File: src/design/bmsp_pkg.sv
// Package for the Bayer mosaic unit with symmetric padding.
// Holds field widths, command and site codes, configuration register indexes,
// and the control state type. No dependencies.
package bmsp_pkg;

  // Fixed field widths.
  localparam int COORD_W = 10;  // output coordinate of a fetch
  localparam int LOAD_W  = 8;   // source coordinate of a load
  localparam int CH_W    = 8;   // one color sample
  localparam int SIZE_W  = 9;   // source width and height registers
  localparam int PAD_W   = 8;   // padding register
  localparam int OFF_W   = 9;   // padding plus the extra row or column
  localparam int PIX_W   = 3 * CH_W;
  localparam int CFG_IDX_W  = 3;
  localparam int CFG_DATA_W = 9;

  // Command codes carried on func.
  typedef enum logic {
    FUNC_LOAD  = 1'b0,
    FUNC_FETCH = 1'b1
  } func_t;

  // Filter color of a site.
  typedef enum logic [1:0] {
    SITE_GREEN = 2'd0,
    SITE_RED   = 2'd1,
    SITE_BLUE  = 2'd2
  } site_t;

  // Configuration register indexes.
  typedef enum logic [CFG_IDX_W-1:0] {
    CFG_SRC_WIDTH      = 3'd0,
    CFG_SRC_HEIGHT     = 3'd1,
    CFG_RED_COL        = 3'd2,
    CFG_RED_ROW        = 3'd3,
    CFG_FLATTEN_MODE   = 3'd4,
    CFG_PAD_AMOUNT     = 3'd5,
    CFG_EXTRA_TOP_ROW  = 3'd6,
    CFG_EXTRA_LEFT_COL = 3'd7
  } cfg_idx_t;

  // Control sequence of a fetch.
  typedef enum logic [1:0] {
    ST_IDLE,
    ST_FOLD,
    ST_READ,
    ST_EMIT
  } state_t;

endpackage

File: src/design/bmsp_fold.sv
// Symmetric fold of one coordinate into 0..len-1 with period 2*len-2.
// Iterative restoring remainder, one compare and subtract per cycle.
// Depends on bmsp_pkg.
module bmsp_fold #(
  parameter int MAX_LEN = 256,
  localparam int LEN_W = $clog2(MAX_LEN + 1),
  localparam int RES_W = $clog2(MAX_LEN)
) (
  input  logic                     clk,
  input  logic                     rst,
  input  logic                     start,
  input  logic [bmsp_pkg::COORD_W-1:0] coord,
  input  logic [bmsp_pkg::OFF_W-1:0]   offset,
  input  logic [LEN_W-1:0]         len,
  output logic                     done,
  output logic [RES_W-1:0]         pos
);
  import bmsp_pkg::*;

  localparam int PER_W = LEN_W + 1;
  localparam int DIV_W = PER_W + COORD_W - 1;
  localparam int CNT_W = $clog2(COORD_W + 1);

  logic [PER_W-1:0]       period;
  logic signed [COORD_W:0] diff;
  logic [COORD_W-1:0]     mag;
  logic [COORD_W-1:0]     rem;
  logic [DIV_W-1:0]       div;
  logic [CNT_W-1:0]       cnt;
  logic                   running;
  logic [DIV_W-1:0]       rem_wide;
  logic [DIV_W-1:0]       mirror;

  // Period of the reflection and magnitude of the shifted coordinate.
  always_comb begin
    period = {len, 1'b0} - PER_W'(2);
    diff = $signed({1'b0, coord}) - $signed({{(COORD_W + 1 - OFF_W){1'b0}}, offset});
    mag = diff[COORD_W] ? COORD_W'(-diff) : COORD_W'(diff);
    rem_wide = DIV_W'(rem);
    mirror = DIV_W'(period) - rem_wide;
  end

  // Remainder by shifted divisor, then the mirror step on the last cycle.
  always_ff @(posedge clk) begin
    if (rst) begin
      running <= 1'b0;
      done <= 1'b0;
      cnt <= '0;
    end else begin
      done <= 1'b0;
      if (start) begin
        running <= 1'b1;
        cnt <= '0;
        rem <= mag;
        div <= DIV_W'(period) << (COORD_W - 1);
      end else if (running) begin
        if (cnt == CNT_W'(COORD_W)) begin
          running <= 1'b0;
          done <= 1'b1;
          if (rem_wide >= DIV_W'(len)) begin
            pos <= RES_W'(mirror);
          end else begin
            pos <= RES_W'(rem_wide);
          end
        end else begin
          if (rem_wide >= div) begin
            rem <= COORD_W'(rem_wide - div);
          end
          div <= div >> 1;
          cnt <= cnt + CNT_W'(1);
        end
      end
    end
  end

endmodule

File: config.mk
export PLATFORM = sky130hd
export DESIGN_NAME = bmsp_fold
export DESIGN_NICKNAME = d
export VERILOG_FILES = /design/src/design/bmsp_pkg.sv /design/src/design/bmsp_fold.sv
export SDC_FILE = /design/constraint.sdc
export NUM_CORES = 1
export LEC_CHECK = 0
export BUFFER_PORTS_ARGS = -buffer_cell sky130_fd_sc_hd__buf_2
export CAP_MARGIN = 10
export CORE_MARGIN = 2
export CORE_UTILIZATION = 55
export CTS_BUF_LIST = sky130_fd_sc_hd__clkbuf_4
export CTS_CLUSTER_DIAMETER = 50
export CTS_CLUSTER_SIZE = 20
export DETAILED_ROUTE_END_ITERATION = 10
export HOLD_SLACK_MARGIN = 0.05
export PLACE_DENSITY = 0.87
export SYNTH_ARGS = -nofsm -noshare
export SYNTH_HDL_FRONTEND = slang
export SYNTH_SLANG_ARGS = --single-unit
File: constraint.sdc
create_clock -name clk -period 9.5 [get_ports clk]
set_clock_uncertainty 0.05 [all_clocks]
set_input_delay 1.425 -clock clk [delete_from_list [all_inputs] [get_ports clk]]
set_output_delay 1.425 -clock clk [all_outputs]
set_load 0.01 [all_outputs]
# Word level (Yosys, flattened, before mapping)
# Cells that the tools add are included.
# op_classes
addsub	6
order_cmp	2
eq_ne	2
muxes	13
bitwise_logic	4
reduce_logical	8
# ops
operator	count
2-to-1 mux 19 bit	3
2-to-1 mux 10 bit	5
greater-or-equal comparator 10 x 19 -> 1 bit	1
subtractor 10 x 9 -> 11 bit	1
greater-or-equal comparator 10 x 9 -> 1 bit	1
negator 10 bit	1
subtractor 10 bit	1
subtractor 10 x 2 -> 10 bit, second input constant	1
2-to-1 mux 8 bit	1
AND reduction 4 bit	2
subtractor 8 bit	1
adder 4 x 1 -> 4 bit, second input constant	1
== test 4 bit, second input constant	1
2-to-1 mux 1 bit	4
inverter 1 bit	4
nonzero test 2 bit	2
AND reduction 3 bit	1
OR reduction 3 bit	1
inequality test 2 bit, second input constant	1
AND reduction 2 bit	1
OR reduction 2 bit	1
# totals
reg_bits	43
output_inout_bits	9
word_cells	42

# Depth between registers and ports, before layout
# depth
word_depth	5
mapped_depth	11
depth_no_buf	11

# Worst setup path after synthesis
# No wires, ideal clock.
# synth_timing
path_type	input port to flip-flop
start	in start
end	reg rem[0], enable pin
setup_ps	392
arrival_time_ps	3435
required_ps	9058
path_slack_ps	5622
path_stages	4
path_buffers	1
cell_sequence	clkbuf_1 nor2_1 nor2_1 a21boi_0
# synth_between
elab_chain_cells	2
elab_cells_between_ends	4
# synth_lines
element	line	source
from (decl)	bmsp_fold.sv:11	input logic start,
inequality test 2 bit (no source line) / nonzero test 2 bit (equally long branches)	--	
AND reduction 4 bit (no source line) *	--	
to (signal assigned)	bmsp_fold.sv:54	rem <= mag;
to (signal assigned)	bmsp_fold.sv:67	rem <= COORD_W'(rem_wide - div);
to (decl)	bmsp_fold.sv:27	logic [COORD_W-1:0] rem;
# Every way passes the cells marked *; elsewhere a longest branch is shown, timed or not.
# A chain may end at the register's enable or synchronous reset.

# Final worst setup path
# layout_timing
start	in offset[0] (netlist name)
end	reg rem[9] (data pin)
# layout_between
elab_chain_cells	4
# layout_lines
element	line	source
from (decl)	bmsp_fold.sv:13	input logic [bmsp_pkg::OFF_W-1:0] offset,
subtractor 10 x 9 -> 11 bit *	bmsp_fold.sv:37	diff = $signed({1'b0, coord}) - $signed({{(COORD_W + 1 - OFF_W){1'b0}}, offset});
negator 10 bit	bmsp_fold.sv:38	mag = diff[COORD_W] ? COORD_W'(-diff) : COORD_W'(diff);
2-to-1 mux 10 bit *	bmsp_fold.sv:38	
2-to-1 mux 10 bit *	bmsp_fold.sv:51	if (start) begin
# Marks and branches as above.

==> metrics <==
period utilization=37.74%; VDD IR max=0.07041 mV; register area share after synthesis=35.78%; post-route ant nets=0; Core Area=5991 um^2; Vias/cell=5.534; PortBufs=39; Worst R2R Start=rem[0]; P&R area growth vs syn=9.055%; HP Start=running; Register-to-Register Path Depth=9; Final min period=3.586 ns; Placer Congestion=0.8458; Fmax=278.9 MHz; P per Cell Area=127.9 nW/um^2; slew margin rel.=47.59%; status=finished clean; IO Count=40; total CTS buffers=5; hold_buf cts=0; asr flop ratio synth=0%; Critical Path AT=3.63 ns; mapped cell area=3441 um^2; layout net count=487; Yosys reg bits=43; EDFF count, synth=37; DRC Markers=0; post-CTS setup buffers=0; critical path peak fanout=3; maxcap violations=0; synth top area cells=edfxtp_1 32%, ha_1 14%, inv_1 5.1%; Hold Crit Class=reg -> reg; critical path data required time=9.54 ns; Total GRT Usage=20.50%; synth unique cells=53; main flop type after synthesis=edfxtp_1; TNS Setup=0 ns; Resize count post-CTS=0; Crit Reg-Reg Endpoint=pos[1]; largest net degree at the start of global routing=43; CTS tree=built; Setup violations, final=0; count of pins over their slew limit=0; Initial Utilization=57.44%; Post-Syn Instances=377; most frequent cells in the layout=47 x inv_1, 46 x nor2_1, 39 x buf_2, 38 x ha_1, 37 x edfxtp_1; Worst Tran Pin Value=0.7862 ns; Die Wd=83.10 um; share of cells above drive strength 1=14.90%; critical path endpoint category=flip-flop; Register-to-Register Setup Slack=6.78 ns; die height=83.10 um; global route overflow=0; leakage=1.657 nW; post-route setup slack=5.914 ns; most common cell after layout, fill and taps aside=inv_1; final hold violations=0; TritonCTS Sinks=43; WL/cell=13.59 um; cell row count=28; fin util=62.64%; Startpoint Class=primary input; initial antenna violation count=0; final WL=6.673 mm; leading area contributor after synthesis=edfxtp_1; die footprint=6905 um^2; first-pass GRT wire length=11.83 mm; pre-CTS WS=5.541 ns; Worst Path Class, Setup=in -> reg; Vias=2717; Synth top area share=32.29%; Clock Latency Late Sink=0.36 ns; dpl hpwl=5.212 mm; Iter 0 DRT Violations=167; drt pass-1 iters=4; setup repair after global routing missed its margin=no; Avg Synthesized Cell Area=9.127 um^2; Antenna Diode Count=0; Clock Path Buffers=2; Worst Hold Depth=1; H-tree Lvls=2; Worst-path clk slew=0.13 ns; CTS Root Cell=clkbuf_4; syn_nets=449; number of global-route vias before repair=2767; Hold Path End=done; Ys Warns=0
[metal layers]
metal / GRT usage [%] / up-vias / share of wire, %
met5: 0 / - / 0
met4: 7.899 / 0 / 1.7
met3: 3.380 / 10 / 4.2
met2: 36.00 / 68 / 49
met1: 25.11 / 1250 / 45
li1: - / 1389 / -
[state kept, by name, indices dropped and copies added (netlist names)]
register and flops:
pos 8, done 1, rem 10, running 1, cnt 4, div 19
[through the flow]
| stage | instance area (um^2) | instances | hold WS (ns) | total power [W] |
|---|---|---|---|---|
| 4_1_cts | 3752 | 491 | 0.4865 | 0.0004809 |
| 5_1_grt | 3752 | 491 | 0.5120 | 0.0005122 |
| 3_3_place_gp | 3695 | 483 | 0.4515 | 0.0003812 |
| 2_1_floorplan | 3441 | 377 | 0.4006 | 0.0003548 |
| 6_report | 3752 | 491 | 0.4873 | 0.0004798 |
| 3_5_place_dp | 3695 | 483 | 0.4657 | 0.0003879 |
[how the worst max path moves through the flow]
stage	slack, ns	startpoint	depth (start not counted)	endpoint
2_1_floorplan	5.62	start	4	rem[0]
3_3_place_gp	5.60	offset[0]	11	rem[9]
6_report	5.91	offset[0]	11	rem[9]
5_1_grt	5.72	coord[0]	12	rem[9]
3_5_place_dp	5.54	offset[0]	11	rem[9]
4_1_cts	5.93	offset[0]	11	rem[9]
[logic make-up (layout without fill, tap and decap cells)]
family                   Yosys count  count (layout)  share of synthesized area [%]
adder cells (fa/ha/maj)           41              41                          15.56
multiplexers                       7               7                          2.182
flip-flops                        43              43                          35.78
AO/OA/AOI/OAI                     78              78                          15.02
buffers and inverters             59              98                          6.909
AND/OR/NAND/NOR                  113             113                          15.38
XOR/XNOR                          36              36                          9.164
[power breakdown]
group	total, W	switching, W	internal [W]	leakage, nW
Combinational	0.000159	0.0000894	0.0000696	1.22
Clock	0.0000941	0.0000595	0.0000346	0.0361
Sequential	0.000227	0.00000655	0.000220	0.396
Total	0.000480	0.000155	0.000324	1.66
[critical path: stages]
cell and delay, ns:
buf_2 0.10, ha_1 0.22, fa_1 0.40, nand2b_1 0.20, o2111ai_1 0.12, o311ai_1 0.13, a311oi_1 0.36, nand4b_1 0.19
o41ai_2 0.26, xnor2_1 0.16, a21oi_1 0.08
[synthesized netlist by cell type (all sizes together) (2+ instances only)]
| cell | count |
|---|---|
| nor4 | 3 |
| a21oi | 31 |
| nor2 | 46 |
| a31oi | 2 |
| fa | 3 |
| nand3 | 8 |
| nor4b | 2 |
| o31ai | 5 |
| nand2 | 22 |
| clkbuf | 7 |
| nor2b | 6 |
| mux2i | 3 |
| buf | 4 |
| edfxtp | 37 |
| nand2b | 7 |
| o21ai | 14 |
| mux2 | 4 |
| ha | 38 |
| a21o | 5 |
| xnor2 | 19 |
| nand4 | 4 |
| xor2 | 17 |
| inv | 47 |
| a21boi | 3 |
| nor3 | 7 |
| dfxtp | 6 |
| or2 | 3 |
| o211ai | 4 |
[final cells by class]
type / instances / area, um^2
timing repair buffer: 42 / 217.7
clock inverter: 1 / 5.005
inverter: 48 / 180.2
clock buffer: 7 / 52.55
sequential: 43 / 1231
fill: 492 / 2238
multi-input combinational: 275 / 1972
tap: 75 / 93.84
Note: power is estimated with default switching activity, not from simulation.
